File: src/design/tnfp_pkg.sv
// Package with shared types, constants and byte classifiers for the tar numeric field parser.
`timescale 1ns / 1ps

package tnfp_pkg;

    localparam int LEN_W               = 5;
    localparam int DEF_MAX_FIELD_BYTES = 16;
    localparam int VAL_W               = 64;

    // Queue between the front and the back; the depth is a power of two.
    localparam int Q_DEPTH = 4;
    localparam int Q_PTR_W = $clog2(Q_DEPTH);
    localparam int Q_CNT_W = $clog2(Q_DEPTH + 1);

    localparam logic [7:0]       BYTE_ALL_ONES = 8'hFF;
    localparam logic [VAL_W-1:0] VAL_ALL_ONES  = {VAL_W{1'b1}};

    // One classified byte as it travels from the front to the back.
    typedef struct packed {
        logic [7:0]       data;
        logic             first;
        logic [LEN_W-1:0] len;
        logic             blank;
        logic             digit;
        logic [2:0]       digit_val;
        logic             all_ones;
    } t_cls;

    typedef struct packed {
        logic empty;
        logic full;
    } t_q_stat;

    typedef enum logic [2:0] {
        PH_SKIP   = 3'b001,
        PH_DIGITS = 3'b010,
        PH_DONE   = 3'b100
    } t_phase;

    function automatic logic is_blank(input logic [7:0] b);
        return (b == 8'h20) || ((b >= 8'h09) && (b <= 8'h0D));
    endfunction

    function automatic logic is_oct_digit(input logic [7:0] b);
        return (b >= 8'h30) && (b <= 8'h37);
    endfunction

endpackage

File: src/design/tnfp_if.sv
// Valid/ready channel interfaces for the field bytes and the parsed results.
`timescale 1ns / 1ps

interface tnfp_in_if;
    logic       valid;
    logic       ready;
    logic [7:0] data_byte;
    logic       first_byte;
    logic [4:0] field_length;

    modport source (output valid, output data_byte, output first_byte,
                    output field_length, input ready);
    modport sink   (input valid, input data_byte, input first_byte,
                    input field_length, output ready);
endinterface

interface tnfp_out_if;
    logic        valid;
    logic        ready;
    logic [63:0] value;
    logic        overflow_error;
    logic        used_base256;

    modport source (output valid, output value, output overflow_error,
                    output used_base256, input ready);
    modport sink   (input valid, input value, input overflow_error,
                    input used_base256, output ready);
endinterface

File: src/design/tnfp_front.sv
// Front end: accepts field bytes and classifies each one for the back end.
`timescale 1ns / 1ps

module tnfp_front
    import tnfp_pkg::*;
#(
    parameter int MAX_FIELD_BYTES = DEF_MAX_FIELD_BYTES
) (
    tnfp_in_if.sink    i_in,
    input  logic       i_q_ready,
    output logic       o_push,
    output t_cls       o_cls
);

    logic [LEN_W-1:0] len_sat;

    always_comb begin
        if (int'(i_in.field_length) > MAX_FIELD_BYTES) begin
            len_sat = LEN_W'(MAX_FIELD_BYTES);
        end else begin
            len_sat = i_in.field_length;
        end
    end

    assign i_in.ready = i_q_ready;
    assign o_push     = i_in.valid && i_q_ready;

    assign o_cls.data      = i_in.data_byte;
    assign o_cls.first     = i_in.first_byte;
    assign o_cls.len       = len_sat;
    assign o_cls.blank     = is_blank(i_in.data_byte);
    assign o_cls.digit     = is_oct_digit(i_in.data_byte);
    assign o_cls.digit_val = i_in.data_byte[2:0];
    assign o_cls.all_ones  = (i_in.data_byte == BYTE_ALL_ONES);

endmodule

File: src/design/tnfp_queue.sv
// Short FIFO of classified beats between the front and the back end.
`timescale 1ns / 1ps

module tnfp_queue
    import tnfp_pkg::*;
(
    input  logic    i_clk,
    input  logic    i_rst_n,
    input  logic    i_push,
    input  t_cls    i_cls,
    output logic    o_ready,
    output logic    o_valid,
    output t_cls    o_cls,
    input  logic    i_pop,
    output t_q_stat o_stat
);

    t_cls               r_mem [Q_DEPTH];
    logic [Q_PTR_W-1:0] r_wr_ptr, n_wr_ptr;
    logic [Q_PTR_W-1:0] r_rd_ptr, n_rd_ptr;
    logic [Q_CNT_W-1:0] r_count, n_count;
    logic               push_ok, pop_ok;

    assign push_ok = i_push && (r_count != Q_CNT_W'(Q_DEPTH));
    assign pop_ok  = i_pop && (r_count != '0);

    always_comb begin
        n_wr_ptr = push_ok ? r_wr_ptr + 1'b1 : r_wr_ptr;
        n_rd_ptr = pop_ok ? r_rd_ptr + 1'b1 : r_rd_ptr;
        n_count  = r_count;
        if (push_ok && !pop_ok) begin
            n_count = r_count + 1'b1;
        end else if (pop_ok && !push_ok) begin
            n_count = r_count - 1'b1;
        end
    end

    always_ff @(posedge i_clk) begin
        if (!i_rst_n) begin
            r_wr_ptr <= '0;
            r_rd_ptr <= '0;
            r_count  <= '0;
        end else begin
            r_wr_ptr <= n_wr_ptr;
            r_rd_ptr <= n_rd_ptr;
            r_count  <= n_count;
        end
    end

    always_ff @(posedge i_clk) begin
        if (push_ok) begin
            r_mem[r_wr_ptr] <= i_cls;
        end
    end

    assign o_ready     = (r_count != Q_CNT_W'(Q_DEPTH));
    assign o_valid     = (r_count != '0);
    assign o_cls       = r_mem[r_rd_ptr];
    assign o_stat.empty = (r_count == '0);
    assign o_stat.full  = (r_count == Q_CNT_W'(Q_DEPTH));

endmodule

File: src/design/tnfp_back.sv
// Back end: per-field parse state, octal and base-256 accumulation, result register.
`timescale 1ns / 1ps

module tnfp_back
    import tnfp_pkg::*;
(
    input  logic        i_clk,
    input  logic        i_rst_n,
    input  logic        i_valid,
    input  t_cls        i_cls,
    output logic        o_pop,
    tnfp_out_if.source  o_out
);

    logic [VAL_W-1:0] r_acc, n_acc;
    logic [LEN_W-1:0] r_left, n_left;
    logic             r_bin, n_bin;
    t_phase           r_phase, n_phase;
    logic             r_err, n_err;

    logic             r_out_valid;
    logic [VAL_W-1:0] r_value;
    logic             r_ovf;
    logic             r_b256;

    logic             pop;
    logic             active;
    logic             emit;
    logic             stop;
    logic [7:0]       x;
    logic [VAL_W-1:0] a;

    assign o_pop = !r_out_valid || o_out.ready;
    assign pop   = i_valid && o_pop;

    always_comb begin
        n_acc   = r_acc;
        n_left  = r_left;
        n_bin   = r_bin;
        n_phase = r_phase;
        n_err   = r_err;
        active  = 1'b0;
        emit    = 1'b0;
        stop    = 1'b0;
        x       = i_cls.data;
        a       = r_acc;

        if (pop) begin
            if (i_cls.first) begin
                n_left  = i_cls.len;
                n_acc   = '0;
                n_bin   = i_cls.data[7];
                n_phase = PH_SKIP;
                n_err   = 1'b0;
                if (i_cls.len == '0) begin
                    emit = 1'b1;
                end else begin
                    active = 1'b1;
                end
            end else if (r_left != '0) begin
                active = 1'b1;
            end
        end

        if (active) begin
            n_left = n_left - 1'b1;
            if (!n_err) begin
                if (n_bin) begin
                    a = n_acc;
                    if (i_cls.first) begin
                        if (i_cls.all_ones) begin
                            a = VAL_ALL_ONES;
                        end else begin
                            x = {1'b0, i_cls.data[6:0]};
                            a = '0;
                            // Fields longer than eight bytes may only carry sign padding.
                            if ((n_left > LEN_W'(7)) && (x != 8'h00)) begin
                                n_err = 1'b1;
                                stop  = 1'b1;
                            end
                        end
                    end
                    if (!stop) begin
                        if ((a[63:56] != 8'h00) && (a[63:56] != BYTE_ALL_ONES)) begin
                            n_err = 1'b1;
                        end else begin
                            n_acc = {a[55:0], x};
                        end
                    end
                end else begin
                    unique case (n_phase)
                        PH_SKIP, PH_DIGITS: begin
                            if ((n_phase == PH_SKIP) && i_cls.blank) begin
                                n_phase = PH_SKIP;
                            end else if (!i_cls.digit) begin
                                n_phase = PH_DONE;
                            end else if (n_acc[63:61] != 3'b000) begin
                                n_err   = 1'b1;
                                n_phase = PH_DONE;
                            end else begin
                                n_acc   = {n_acc[60:0], i_cls.digit_val};
                                n_phase = PH_DIGITS;
                            end
                        end
                        PH_DONE: begin
                            n_phase = PH_DONE;
                        end
                        default: begin
                            n_phase = PH_DONE;
                        end
                    endcase
                end
            end
            if (n_left == '0) begin
                emit = 1'b1;
            end
        end
    end

    always_ff @(posedge i_clk) begin
        if (!i_rst_n) begin
            r_acc       <= '0;
            r_left      <= '0;
            r_bin       <= 1'b0;
            r_phase     <= PH_SKIP;
            r_err       <= 1'b0;
            r_out_valid <= 1'b0;
        end else begin
            r_acc   <= n_acc;
            r_left  <= n_left;
            r_bin   <= n_bin;
            r_phase <= n_phase;
            r_err   <= n_err;
            if (emit) begin
                r_out_valid <= 1'b1;
            end else if (o_out.ready) begin
                r_out_valid <= 1'b0;
            end
        end
    end

    always_ff @(posedge i_clk) begin
        if (emit) begin
            r_value <= n_err ? '0 : n_acc;
            r_ovf   <= n_err;
            r_b256  <= n_bin;
        end
    end

    assign o_out.valid          = r_out_valid;
    assign o_out.value          = r_value;
    assign o_out.overflow_error = r_ovf;
    assign o_out.used_base256   = r_b256;

endmodule

File: src/design/tar_numeric_field_parser_core.sv
// Top level of the tar header numeric field parser: front end, queue and back end.
//
// Usage: the bytes of one tar header numeric field arrive on i_in, one byte per beat, with
// first_byte set on the field's first byte, which also carries field_length (values above
// MAX_FIELD_BYTES are clamped). A first byte with bit 7 set selects base-256 big-endian
// decoding; otherwise the field is parsed as octal after leading whitespace. One result
// beat per field leaves on o_out after the field's last byte is processed; it carries the value,
// an overflow flag (value forced to zero) and the base-256 indication. A field of length
// zero gives its result from the first byte alone. Stray bytes outside a field are dropped,
// and a new first byte abandons any open field without a result.
// Timing: one input beat per cycle sustained while the queue has room. A result reaches o_out
// after the field's last byte is accepted: the byte is written into the queue, then the back-end
// update (a 64-bit shift and OR plus small compares) loads the output register.
// Stalls: the result sits in an output register; while o_out is stalled, the back end
// pauses and the front end keeps filling a four-beat queue, then drops i_in.ready.
// Reset: a synchronous active-low reset empties the queue, closes any open field and
// clears the output valid.

`timescale 1ns / 1ps

module tar_numeric_field_parser_core
    import tnfp_pkg::*;
#(
    parameter int MAX_FIELD_BYTES = DEF_MAX_FIELD_BYTES
) (
    input  logic       i_clk,
    input  logic       i_rst_n,
    tnfp_in_if.sink    i_in,
    tnfp_out_if.source o_out
);

    logic    push;
    logic    q_ready;
    t_cls    push_cls;
    logic    q_valid;
    t_cls    q_cls;
    logic    pop_ready;
    t_q_stat q_stat;

    // Classifies each accepted byte and pushes it into the queue.
    tnfp_front #(
        .MAX_FIELD_BYTES (MAX_FIELD_BYTES)
    ) u_front (
        .i_in      (i_in),
        .i_q_ready (q_ready),
        .o_push    (push),
        .o_cls     (push_cls)
    );

    // Decouples the front end from stalls of the result channel.
    tnfp_queue u_queue (
        .i_clk   (i_clk),
        .i_rst_n (i_rst_n),
        .i_push  (push),
        .i_cls   (push_cls),
        .o_ready (q_ready),
        .o_valid (q_valid),
        .o_cls   (q_cls),
        .i_pop   (pop_ready),
        .o_stat  (q_stat)
    );

    // Holds the per-field state and produces the result beat.
    tnfp_back u_back (
        .i_clk   (i_clk),
        .i_rst_n (i_rst_n),
        .i_valid (q_valid),
        .i_cls   (q_cls),
        .o_pop   (pop_ready),
        .o_out   (o_out)
    );

`ifndef ASSERT_OFF
    // An overflowed field always reports a zero value.
    a_ovf_zero: assert property (@(posedge i_clk) disable iff (!i_rst_n)
        (o_out.valid && o_out.overflow_error) |-> (o_out.value == '0))
        else $error("overflow result with nonzero value");

    // A beat pushed without a pop leaves the queue non-empty.
    a_push_fills: assert property (@(posedge i_clk) disable iff (!i_rst_n)
        (push && !(q_valid && pop_ready)) |=> !q_stat.empty)
        else $error("queue empty after push without pop");

    // A beat popped without a push leaves room in the queue.
    a_pop_drains: assert property (@(posedge i_clk) disable iff (!i_rst_n)
        (q_valid && pop_ready && !push) |=> !q_stat.full)
        else $error("queue full after pop without push");

    // The front end never takes a byte while the queue is full.
    a_full_blocks: assert property (@(posedge i_clk) disable iff (!i_rst_n)
        q_stat.full |-> !i_in.ready)
        else $error("input ready while queue full");
`endif

endmodule
File: src/flat_wrapper.sv
// flat-port wrapper written by rule: the top's interface ports become plain ports
module tar_numeric_field_parser_core_flat import tnfp_pkg::*;
#(
    parameter int MAX_FIELD_BYTES = DEF_MAX_FIELD_BYTES
)
  (i_clk, i_rst_n, i_in_valid, i_in_data_byte, i_in_first_byte, i_in_field_length, i_in_ready, o_out_valid, o_out_value, o_out_overflow_error, o_out_used_base256, o_out_ready);
  tnfp_in_if i_in_i ();
  tnfp_out_if o_out_i ();
  input  logic i_clk;
  input  logic i_rst_n;
  input wire logic [$bits(i_in_i.valid)-1:0] i_in_valid;
  input wire logic [$bits(i_in_i.data_byte)-1:0] i_in_data_byte;
  input wire logic [$bits(i_in_i.first_byte)-1:0] i_in_first_byte;
  input wire logic [$bits(i_in_i.field_length)-1:0] i_in_field_length;
  output wire logic [$bits(i_in_i.ready)-1:0] i_in_ready;
  output wire logic [$bits(o_out_i.valid)-1:0] o_out_valid;
  output wire logic [$bits(o_out_i.value)-1:0] o_out_value;
  output wire logic [$bits(o_out_i.overflow_error)-1:0] o_out_overflow_error;
  output wire logic [$bits(o_out_i.used_base256)-1:0] o_out_used_base256;
  input wire logic [$bits(o_out_i.ready)-1:0] o_out_ready;
  assign i_in_i.valid = i_in_valid;
  assign i_in_i.data_byte = i_in_data_byte;
  assign i_in_i.first_byte = i_in_first_byte;
  assign i_in_i.field_length = i_in_field_length;
  assign i_in_ready = i_in_i.ready;
  assign o_out_valid = o_out_i.valid;
  assign o_out_value = o_out_i.value;
  assign o_out_overflow_error = o_out_i.overflow_error;
  assign o_out_used_base256 = o_out_i.used_base256;
  assign o_out_i.ready = o_out_ready;
  tar_numeric_field_parser_core #(.MAX_FIELD_BYTES(MAX_FIELD_BYTES)) u_core (.i_clk(i_clk), .i_rst_n(i_rst_n), .i_in(i_in_i), .o_out(o_out_i));
endmodule
File: config.mk
export PLATFORM = sky130hd
export DESIGN_NAME = tar_numeric_field_parser_core_flat
export DESIGN_NICKNAME = d
export VERILOG_FILES = /design/src/design/tnfp_pkg.sv /design/src/design/tnfp_if.sv /design/src/design/tnfp_front.sv /design/src/design/tnfp_queue.sv /design/src/design/tnfp_back.sv /design/src/design/tar_numeric_field_parser_core.sv /design/src/flat_wrapper.sv
export SDC_FILE = /design/constraint.sdc
export NUM_CORES = 1
export LEC_CHECK = 0
export BUFFER_PORTS_ARGS = -buffer_cell sky130_fd_sc_hd__buf_2
export CAP_MARGIN = 20
export CORE_UTILIZATION = 35
export CTS_BUF_LIST = sky130_fd_sc_hd__clkbuf_4 sky130_fd_sc_hd__clkbuf_8
export CTS_CLUSTER_SIZE = 8
export DETAILED_ROUTE_END_ITERATION = 7
export PLACE_DENSITY_LB_ADDON = 0.15
export SYNTH_ARGS = -nofsm -noshare
export SYNTH_HDL_FRONTEND = slang
export SYNTH_SLANG_ARGS = --single-unit
File: constraint.sdc
create_clock -name i_clk -period 7.65 [get_ports i_clk]
set_input_delay 0 -clock i_clk [delete_from_list [all_inputs] [get_ports i_clk]]
set_output_delay 0 -clock i_clk [all_outputs]
set_load 0.005 [all_outputs]
* Yosys cells after proc, flatten, opt, wreduce, memory -nomap -nowiden *
Memory sizes are Yosys's and may differ from the RTL's. A register that Yosys moved wholly into a read port is not among the register bits.
Index checks and enable logic that the tools add are counted.
W data, S select, Z words.

storage, ports and cells
  input bits = 18
  bits in registers = 148
  logic and storage cells = 122
  bits in writable memories = 80
  output and inout port bits = 68
  memories = 1

memory list
  name                  depth  bits a word  rd ports  clocked after memory_dff  write ports  line              text
  u_core.u_queue.r_mem  4      20           1         1                         1            tnfp_queue.sv:18  t_cls r_mem [Q_DEPTH];

cells by class
  $lt $le $gt $ge = 6
  muxes and demuxes = 67
  reduce and logical (&&, ||, !) cells = 25
  $add $sub $neg = 5
  equal/unequal tests = 6

operators by type and width
  kind                   number
  $mux W64               16
  $mux W3                11
  $mux W1                32
  $mux W5                4
  $mux W8                2
  $logic_and A1 B1 Y1    10
  $logic_not A5 Y1       2
  $eq A8 B6 Y1 const B   1
  $eq A8 B8 Y1 const B   1
  $ge A8 B4 Y1 const B   1
  $ge A8 B6 Y1 const B   1
  $le A8 B4 Y1 const B   1
  $le A8 B6 Y1 const B   1
  $ne A8 B8 Y1 const B   1
  $reduce_bool A8 Y1     1
  $reduce_bool A7 Y1     1
  $reduce_bool A3 Y1     2
  $gt A5 B3 Y1 const B   1
  $gt A5 B5 Y1 const B   1
  $reduce_bool A5 Y1     1
  $sub A5 B1 Y5 const B  1
  $add A2 B1 Y2 const B  2
  $mux W2                2
  $reduce_bool A2 Y1     2
  8 further kinds        11

* Logic depth before layout (Yosys ltp) *
Gate-level depths: netlist of run 1.

  depth in word-level cells = 17
  depth in mapped cells = 16
  depth with buffers taken out = 10

* By module *
From an unflattened synthesis of run 1, not the netlist that was laid out.

second synthesis, totals
  cells, all modules = 902
  area total of the unflattened synthesis = 10506.3 um^2

by module, submodules not included
  module      times used  area each (um^2)  seq. area each (um^2)  cells each
  tnfp_back   1           6890.4            3483.3                 717
  tnfp_queue  1           3394.5            2582.5                 155
  tnfp_front  1           221.5             0.0                    30

* Least setup slack after synthesis of run 1 *
OpenSTA, ideal clock, no wires.

  path kind = register to register
  from = register with a tool-made name
  to = register u_core.u_back.r_ovf (netlist: u_core.u_back.o_out.overflow_error), enable pin
  data required time = 7230 ps
  setup slack = 3132 ps
  period minus slack after synthesis = 4518 ps
  path buffers = 3
  library setup time = 420 ps
  stages on the path, launching flop included = 14
  arrival time = 4098 ps
  path through = dfxtp_1 > buf_6 > mux4_2 > and3_1 > buf_2 > buf_1 > mux2i_1 > ha_1 > a211oi_1 > o2111ai_1 > nand3_1 > a32o_1 > nand3_1 > inv_1

RTL lines
  item                  line              text
  to (signal assigned)  tnfp_back.sv:145  r_ovf <= n_err;
  to (decl)             tnfp_back.sv:23   logic r_ovf;

==> flow_summary.ini, run 1 <==
[timing]
fmax_mhz = 185.9
final-setup-viol-count = 0
final_max_slew_viol_count = 0
fin_crit_ns = 5.379
fin_setup_tns_ns = 0
finalHoldViolations = 0
skew_ns = 0.01756
rsz0062_at_grt = false
relSlewSlack_pct = 31.42
tightest_slew_ns = 1.000
fin_crit_sh_pct = 70.31

[clock_network]
tritoncts = yes
cts_htree_levels = 2
cts.clk_slew.worst_paths_ns = 0.06
cts.repair.resized = 0
cts_made_buffers = 39
cts-root-buf = clkbuf_8
clkLatencyLatePin_ns = 0.54
cts.sinks = 218
post_cts_buffers = 0
clk_path_buf_depth = 3
hold_buffers = 16

[die]
coreArea_um2 = 27780
dieHeight_um = 169.9
rows = 61
io_pins = 86
die_area_um2 = 28870
dieWidth_um = 169.9
initial_utilization_pct = 35.52

[pwr]
p_sw_share_pct = 42.97
pwr-share-clk_pct = 22.6
sequentialPowerShare_pct = 33.0
intPower_uw = 2865
ir_drop_v = 0.0001682
p_leak_uw = 0.004171
switchingPower_uw = 2158
combPwrFrac_pct = 44.4
power_density_nw_per_um2 = 432.8

[yosys]
ys_async_sr_fraction_pct = 0
synth.most_common_cell = edfxtp_1
synth_edf_count = 134
yosys_warnings = 0
synthCells = 904
yosys.area.top_type = edfxtp_1
yosysSeqAreaShare_pct = 57.82
avgSynthCellArea_um2 = 10.92
synth_ff_type = edfxtp_1
yosysTopAreaCellShare_pct = 40.78
ys_ff_latch = 218
yosys.cell_types.count = 70
yosys-top-cells-count = 134 x edfxtp_1, 118 x nor2_1, 90 x nand2_1
synth_area_leaders = edfxtp_1 41%, dfxtp_1 17%, nor2_1 4.5%
syn_nets = 931
netlist_area_um2 = 9868

[cells_and_area]
syn2layout_area_growth_pct = 17.62
postLayoutCellArea_um2 = 11610
n_antenna_cell = 0
drive_gt1_share_pct = 20.91
final_nets = 1026
post-route-util_pct = 41.78
fin_cells = 1406

[global_routing]
grt_overflow = 0
grt_usage_pct = 19.07
antenna_found_initial = 0
grt_max_degree = 71
grt_pass1_vias = 7359
grt_pass1_wl_um = 42320

[setup_path]
worst-setup-path-type = reg2reg
cp-end-kind = register
r2r_setup_slack_ns = 2.27
cp-start-kind = register
timing.rr.end = u_core.u_back.o_out.value[34]$_SDFFCE_PP0P_
cp_data_required_time_ns = 7.93
cp_max_fo = 43
r2r_cells = 11
worstPathArrival_ns = 5.66

[placement]
io_buffers = 85
dpl_cell_area_um2 = 10650
dp.cells = 1320
place.gp.congestion = 0.8473
dp_hpwl_um = 17410

[min_path]
hp-class = in2reg
hold_end = u_core.u_back.o_out.valid$_SDFFE_PN0P_
worstHoldStart = o_out_ready
whs_path_depth = 3

[route]
routed-via-count = 7524
postRouteAntennaNets = 0
wire_per_inst_um = 19.39
dr.pass1.iters = 7
routed_wl_um = 27260
drc = 2
drt-initial-drc-count = 518
viasPerCell = 5.351

[outcome]
status = finished with violations
failed_checks = design-rule violations

[flow_run]
drv_cap = 0
## through the flow
step / total power, µW / hold slack (ns) / worst slack, ns
floorplan: 3190 / 0.09887 / 3.132
global placement: 3887 / 0.2513 / 2.393
detailed placement: 3877 / 0.2530 / 2.339
CTS: 5033 / 0.03173 / 2.336
global route: 5326 / 0.07514 / 1.835
finish: 5023 / 0.03679 / 2.271
## cells in the final DEF, fill, tap and decap left out, types with 4 or more instances in the layout
cell type	synthesis	routed
edfxtp_1	134	134
nor2_1	118	117
nand2_1	90	90
buf_2	12	85
dfxtp_1	84	84
a21oi_1	76	76
clkbuf_8	0	41
o21ai_0	39	39
nand3_1	23	23
a22oi_1	21	21
nor2b_1	19	19
and2_1	18	18
clkbuf_4	0	18
mux4_2	17	17
dlygate4sd3_1	0	16
buf_4	0	16
mux2_2	13	13
mux2i_1	12	12
o211ai_1	12	12
inv_1	12	11
nor3_1	11	11
and3_1	8	8
a21o_1	8	8
ha_1	8	8
a211oi_1	7	7
o21a_1	7	7
a221oi_1	8	7
a31oi_1	6	6
nor4_1	7	6
or3_1	5	5
nand4_1	5	5
xor2_1	5	5
a32oi_1	5	5
clkinv_2	0	5
o22ai_1	4	4
clkinv_1	0	4
## worst max-delay path by stage
stage,startpoint,end,slack (ns),cells past startpoint
2_1_floorplan,register,u_core.u_back.o_out.overflow_error$_DFFE_PP_,3.13,13
3_3_place_gp,register,u_core.u_back.o_out.value[34]$_SDFFCE_PP0P_,2.39,11
3_5_place_dp,register,u_core.u_back.o_out.value[34]$_SDFFCE_PP0P_,2.34,11
4_1_cts,register,u_core.u_back.o_out.value[34]$_SDFFCE_PP0P_,2.34,11
5_1_grt,register,u_core.u_back.o_out.value[34]$_SDFFCE_PP0P_,1.84,11
6_report,register,u_core.u_back.o_out.value[34]$_SDFFCE_PP0P_,2.27,11
## final cells by class
cell class | instances | area, µm²
Multi-Input combinational cell | 610 | 3875
Clock inverter | 11 | 100.1
Timing Repair Buffer | 117 | 705.7
Clock buffer | 59 | 699.4
Sequential cell | 218 | 5705
Inverter | 13 | 48.80
Tap cell | 378 | 473.0
Fill cell | 2783 | 16170
## metal layers
metal | global-route usage [%] | wire length [µm] | share of wire (%) | up-vias
met5 | 0 | 0 | 0 | -
met4 | 7.129 | 780 | 2.9 | 0
met3 | 3.395 | 1460 | 5.4 | 65
met2 | 30.36 | 12580 | 46 | 275
met1 | 25.83 | 12440 | 46 | 3643
li1 | - | - | - | 3541
## flip-flops by register name (all words and copies together), names as in the netlist, named ones only
name	flops
u_core.u_queue.r_mem	68
u_core.u_back.o_out.value	64
u_core.u_back.r_acc	64
u_core.u_back.r_left	5
u_core.u_back.r_phase	3
u_core.u_queue.r_count	3
u_core.u_queue.r_rd_ptr	2
u_core.u_queue.r_wr_ptr	2
u_core.u_back.o_out.overflow_error	1
u_core.u_back.o_out.used_base256	1
u_core.u_back.o_out.valid	1
u_core.u_back.r_bin	1
u_core.u_back.r_err	1
## power by group through the flow
stage | clock network, µW | logic [µW] | registers (µW)
detailed placement | 0 | 2200 | 1680
floorplan | 0 | 1570 | 1620
finish | 1130 | 2230 | 1660
global route | 1210 | 2440 | 1680
global placement | 0 | 2210 | 1680
CTS | 1160 | 2220 | 1650
## worst max-delay path, cell delays in order, from the launching register on
cell	delay (ns)
dfxtp_1	0.30
buf_4	0.32
mux4_2	0.89
and3_1	0.25
buf_4	0.35
mux2i_1	0.88
nand2_1	0.36
a22o_1	0.44
o31a_1	0.54
buf_4	0.31
a221oi_1	0.35
nor2_1	0.08
## kinds of logic after synthesis
group / Yosys count / synth area share [%]
AND/OR/NAND/NOR: 322 / 15.04
AO/OA/AOI/OAI: 227 / 15.22
flip-flops: 218 / 57.82
buffers and inverters: 76 / 3.195
multiplexers: 44 / 6.809
adder cells (fa/ha/maj): 9 / 1.217
XOR/XNOR: 8 / 0.7101
Note: power is estimated with default switching activity, not from simulation.
==> inputs of run 2 (changes only) <==
Clock period 7.65 ns to 4.8 ns, I/O delays scaled along.
==> run 2 against run 1 <==
The flow now finishes without violations. Clock-buffer cell count is 3 higher. Highest routed layer unchanged. Total power increased by 61%. Fmax grew 29%. Largest power group unchanged. Worst hold slack better by 0.030 ns. Clock power up 58%.
==> flow_summary.ini, run 2 (same netlist as run 1, synthesis figures left out) <==
[outcome]
status = complete, no violations

[setup_path]
cp-end-kind = register
worstPathArrival_ns = 4.45
cp_data_required_time_ns = 5.09
cp-start-kind = register
cp_max_fo = 42
worst-setup-path-type = reg2reg

[clock_network]
clk_path_buf_depth = 3
cts.sinks = 218
clkLatencyLatePin_ns = 0.54
cts_made_buffers = 38
tritoncts = yes
cts_htree_levels = 2
cts.clk_slew.worst_paths_ns = 0.06
post_cts_buffers = 0
cts-root-buf = clkbuf_8

[die]
dieHeight_um = 169.9
dieWidth_um = 169.9
rows = 61
io_pins = 86
die_area_um2 = 28870
coreArea_um2 = 27780
initial_utilization_pct = 35.52

[route]
wire_per_inst_um = 19.21
postRouteAntennaNets = 0
drc = 0
viasPerCell = 5.263
dr.pass1.iters = 6
drt-initial-drc-count = 612
routed-via-count = 7468
routed_wl_um = 27250

[cells_and_area]
top_register = u_core.u_queue.r_mem
final_nets = 1038
final_cell_mix = 134 x edfxtp_1, 118 x nor2_1, 90 x nand2_1
drive_gt1_share_pct = 21.90
postLayoutCellArea_um2 = 11730
layout_commonest_cell = edfxtp_1
n_fill_cell = 2747
n_antenna_cell = 0
largest_reg_flops = 68
syn2layout_area_growth_pct = 18.83
fin_cells = 1419

[timing]
fin_crit_sh_pct = 86.67
fmax_mhz = 240.4
fin_crit_ns = 4.160
finalHoldViolations = 0
hold-worst-slack_ns = 0.06721
fin_setup_tns_ns = 0
skew_ns = 0.02654
final-setup-viol-count = 0
tightest_slew_ns = 0.9310
final.setup.worst_slack_ns = 0.6398
rsz0062_at_grt = false
final_max_slew_viol_count = 0
relSlewSlack_pct = 37.93

[placement]
dp.cells = 1333
place.gp.congestion = 0.8850
dp_hpwl_um = 18230
dpl_cell_area_um2 = 10760
io_buffers = 85
dp_slack_ns = 0.6810

[pwr]
p_leak_uw = 0.004237
power_density_nw_per_um2 = 688.5
ir_drop_v = 0.0002392

[global_routing]
grt_usage_pct = 18.97
grt_max_degree = 45
grt_pass1_vias = 7370
antenna_found_initial = 0
grt_pass1_wl_um = 42190
grt_overflow = 0

[flow_run]
drv_cap = 0

[min_path]
worstHoldStart = o_out_ready
hp-class = in2reg
[run 2: critical path, stage by stage, from the launching register on]
cell      delay, ns
dfxtp_1        0.39
mux4_2         0.53
buf_4          0.28
and4_1         0.27
or2_1          0.29
or4_4          0.58
and4_1         0.32
o31a_1         0.52
buf_4          0.30
a221oi_1       0.36
nor2_1         0.07
[run 2: cell type report]
cell class | instances | area, µm² | share of cell area [%]
flip-flops and latches | 218 | 5705 | 48.66
multi-input cells | 610 | 3872 | 33.02
repair buffers | 130 | 815.8 | 6.957
clock buffers | 62 | 740.7 | 6.317
well taps | 378 | 473.0 | 4.033
clock inverters | 8 | 70.07 | 0.5975
inverters | 13 | 48.80 | 0.4161
[run 2: repair_timing]
item	in CTS	in global routing
resized for setup	0	0
hold endpoints to repair	83	0
hold buffers	16	0
[run 2: final timing paths]
path	end	slack, ns	cells past startpoint
hold reg to reg	u_core.u_queue.r_count[2]$_SDFFE_PN0P_	0.50	2
hold / removal	u_core.u_back.o_out.valid$_SDFFE_PN0P_	0.07	3
setup / recovery	u_core.u_back.o_out.value[34]$_SDFFCE_PP0P_	0.64	10
setup reg to reg	u_core.u_back.o_out.value[34]$_SDFFCE_PP0P_	0.64	10
[run 2: routing by layer]
layer	GRT usage (%)	part of all wire, %
met1	25.00	45
met2	30.77	46
met3	3.047	5.4
met4	8.265	3.4
met5	0	0
[run 2: per-stage QoR]
step	utilization, %	power [µW]
finish	42.21	8073
global route	42.21	8590
CTS	42.21	8112
detailed placement	38.71	6284
global placement	38.71	6299
floorplan	-	5084
[run 2: power by group]
part           total, µW  internal [µW]  switching, µW
sequential          2650           2400            247
clock               1790           1030            759
combinational       3640           1210           2420
total               8070           4640           3430
==> inputs of run 3 (changes only) <==
Settings changed: ABC_AREA from default to 1, PLACE_DENSITY from default to 0.57, PLACE_DENSITY_LB_ADDON 0.15 to default.
==> run 3 against run 2 <==
Global-route usage increased by 1.2 points. Worst hold slack lost 0.048 ns. Area after synthesis grew 18%. Final cell count rose by 45%. Clock skew increased by 0.011 ns. Via count rose by 41%. Routed wire length increased by 25%. First-iteration DRC count is 46% higher. Clock-buffer cell count fell by 5. Cell area is 14% higher. Synthesized cell count rose by 67%. Register-to-register slack better by 0.27 ns. Largest cell class unchanged.
==> flow_summary.ini, run 3 <==
[cells_and_area]
largest_reg_flops = 68
regArea_um2 = 5705
final_nets = 1610
final_cell_mix = 419 x nand2_1, 190 x nor2_1, 134 x edfxtp_1
layout_commonest_cell = nand2_1
n_antenna_cell = 0
n_fill_cell = 3377
top_register = u_core.u_queue.r_mem
fin_cells = 2054
syn2layout_area_growth_pct = 14.40
drive_gt1_share_pct = 13.77
post-route-util_pct = 40.84
multi_input_area_um2 = 4943

[die]
rows = 66
initial_utilization_pct = 35.70
dieHeight_um = 184.4
io_pins = 86
coreArea_um2 = 32620
dieWidth_um = 184.4
die_area_um2 = 34000

[route]
wire_per_inst_um = 16.53
routed-via-count = 10507
postRouteAntennaNets = 0
drc = 0
drt-initial-drc-count = 896
viasPerCell = 5.115
routed_wl_um = 33950
dr.pass1.iters = 5

[placement]
io_buffers = 85
place.gp.congestion = 0.8568
dp_hpwl_um = 21190
dp.cells = 1966

[setup_path]
worst_path_max_delay_cell = inv_2
max_stage_delay_ns = 0.49
cp_data_required_time_ns = 5.07
worst-setup-path-type = reg2reg
cp_max_fo = 35
worstPathArrival_ns = 4.16
crit_chain = buf_4 > nand2_1 > nand3_2 > nand2_4 > nor2_8 > nand2_1 > nand2_1 > ha_1 > inv_1 > xor2_1 > nand2_1 > nand3_1 > nand2_2 > nand2_4 > inv_2 > nand3_1 > nand3_1 > nand2_1 > nand2_1 > nor2_1
worst-path-buf-inv = 3
cp-end-kind = register
cp-start-kind = register
crit_top_cell = nand2_1
critical_path.top_delay_family = simple AND/OR/NAND/NOR gates

[yosys]
netlist_area_um2 = 11640
syn_nets = 1539
yosys.area.top_type = edfxtp_1
avgSynthCellArea_um2 = 7.701
yosys-top-cells-count = 420 x nand2_1, 195 x nor2_1, 134 x edfxtp_1
synth.most_common_cell = nand2_1
ys_ff_latch = 218
synth_ff_type = edfxtp_1
yosysSeqAreaShare_pct = 49.00
synthCells = 1512
synth_edf_count = 134
yosys.cell_types.count = 49
synth_area_leaders = edfxtp_1 35%, dfxtp_1 14%, nand2_1 14%
yosysTopAreaCellShare_pct = 34.56
yosys_warnings = 0
ys_async_sr_fraction_pct = 0

[timing]
skew_ns = 0.03765
fin_setup_tns_ns = 0
fin_crit_ns = 3.892
final-setup-viol-count = 0
finalHoldViolations = 0
fmax_mhz = 256.9
relSlewSlack_pct = 29.25
final_max_slew_viol_count = 0
tightest_slew_ns = 1.060
rsz0062_at_grt = false
fin_crit_sh_pct = 81.08

[outcome]
status = complete, no violations

[global_routing]
antenna_found_initial = 0
grt_pass1_vias = 10201
use_met3_pct = 3.853
grt_overflow = 0
grt_pass1_wl_um = 54120
top_usage_layer = met2
grt_usage_pct = 20.18
use_met2_pct = 33.75
use_met1_pct = 26.10
grt_max_degree = 68

[min_path]
hp-class = in2reg

[clock_network]
cts.clk_slew.worst_paths_ns = 0.06
cts.sinks = 218
cts.repair.resized = 0
clk_path_buf_depth = 3
cts-root-buf = clkbuf_8
tritoncts = yes
cts_htree_levels = 2
cts_made_buffers = 39
hold_buffers = 16
post_cts_buffers = 0
clkLatencyLatePin_ns = 0.56

[flow_run]
drv_cap = 0
==> run 3: cell count changes after synthesis, moves of 38 or more <==
cell	previous run	this run
a21oi_1	76	114
inv_1	12	125
nand2_1	90	420
nand3_1	23	106
nor2_1	118	195
o21ai_0	39	99
==> run 3: final cells by class <==
| cell class | count | share of cell area [%] |
|---|---|---|
| Tap cell | 442 | 4.152 |
| Clock buffer | 57 | 5.138 |
| Inverter | 133 | 3.767 |
| Timing Repair Buffer | 125 | 6.143 |
| Multi-Input combinational cell | 1066 | 37.11 |
| Clock inverter | 13 | 0.8548 |
| Sequential cell | 218 | 42.83 |
==> run 3: worst min-delay path, stage by stage <==
cell     delay (ns)
buf_2          0.08
nand2_1        0.21
a21oi_1        0.21
==> run 3: through the flow <==
step	instance area (µm²)	hold WS (ns)	setup slack, ns
CTS	13290	0.02514	0.8723
global placement	12330	0.2472	0.9730
finish	13320	0.01961	0.9081
detailed placement	12330	0.2473	0.8680
floorplan	11640	0.09887	0.2820
global route	13320	0.06788	0.5221
==> run 3: final timing paths <==
check,start,to,slack [ns],cells after the start
worst max-delay path,register,u_core.u_back.o_out.value[11]$_SDFFCE_PP0P_,0.91,20
worst min-delay path,i_in_valid,u_core.u_queue.r_wr_ptr[1]$_SDFFE_PN0P_,0.02,3
worst max register to register,register,u_core.u_back.o_out.value[11]$_SDFFCE_PP0P_,0.91,20
worst min register to register,u_core.u_queue.r_rd_ptr[1]$_SDFFE_PN0N_,register,0.47,2
==> run 3: logic make-up (layout without fill, tap and decap cells) <==
group	Yosys count	in the layout	share of synthesized area, %
simple gates	754	754	26.59
compound gates	301	301	14.46
buf+inv	228	328	8.769
flops	218	218	49.00
fa+ha+maj	9	9	1.032
xor+xnor	2	2	0.1505
==> run 3: routing by layer <==
metal / wire [µm] / part of all wire [%]
met2: 15850 / 47
met5: 0 / 0
met4: 782 / 2.3
met3: 2494 / 7.3
met1: 14820 / 44
Power of run 3 is not shown: default switching activity piles up to over one toggle a cycle in this logic, so the estimate is an artifact.
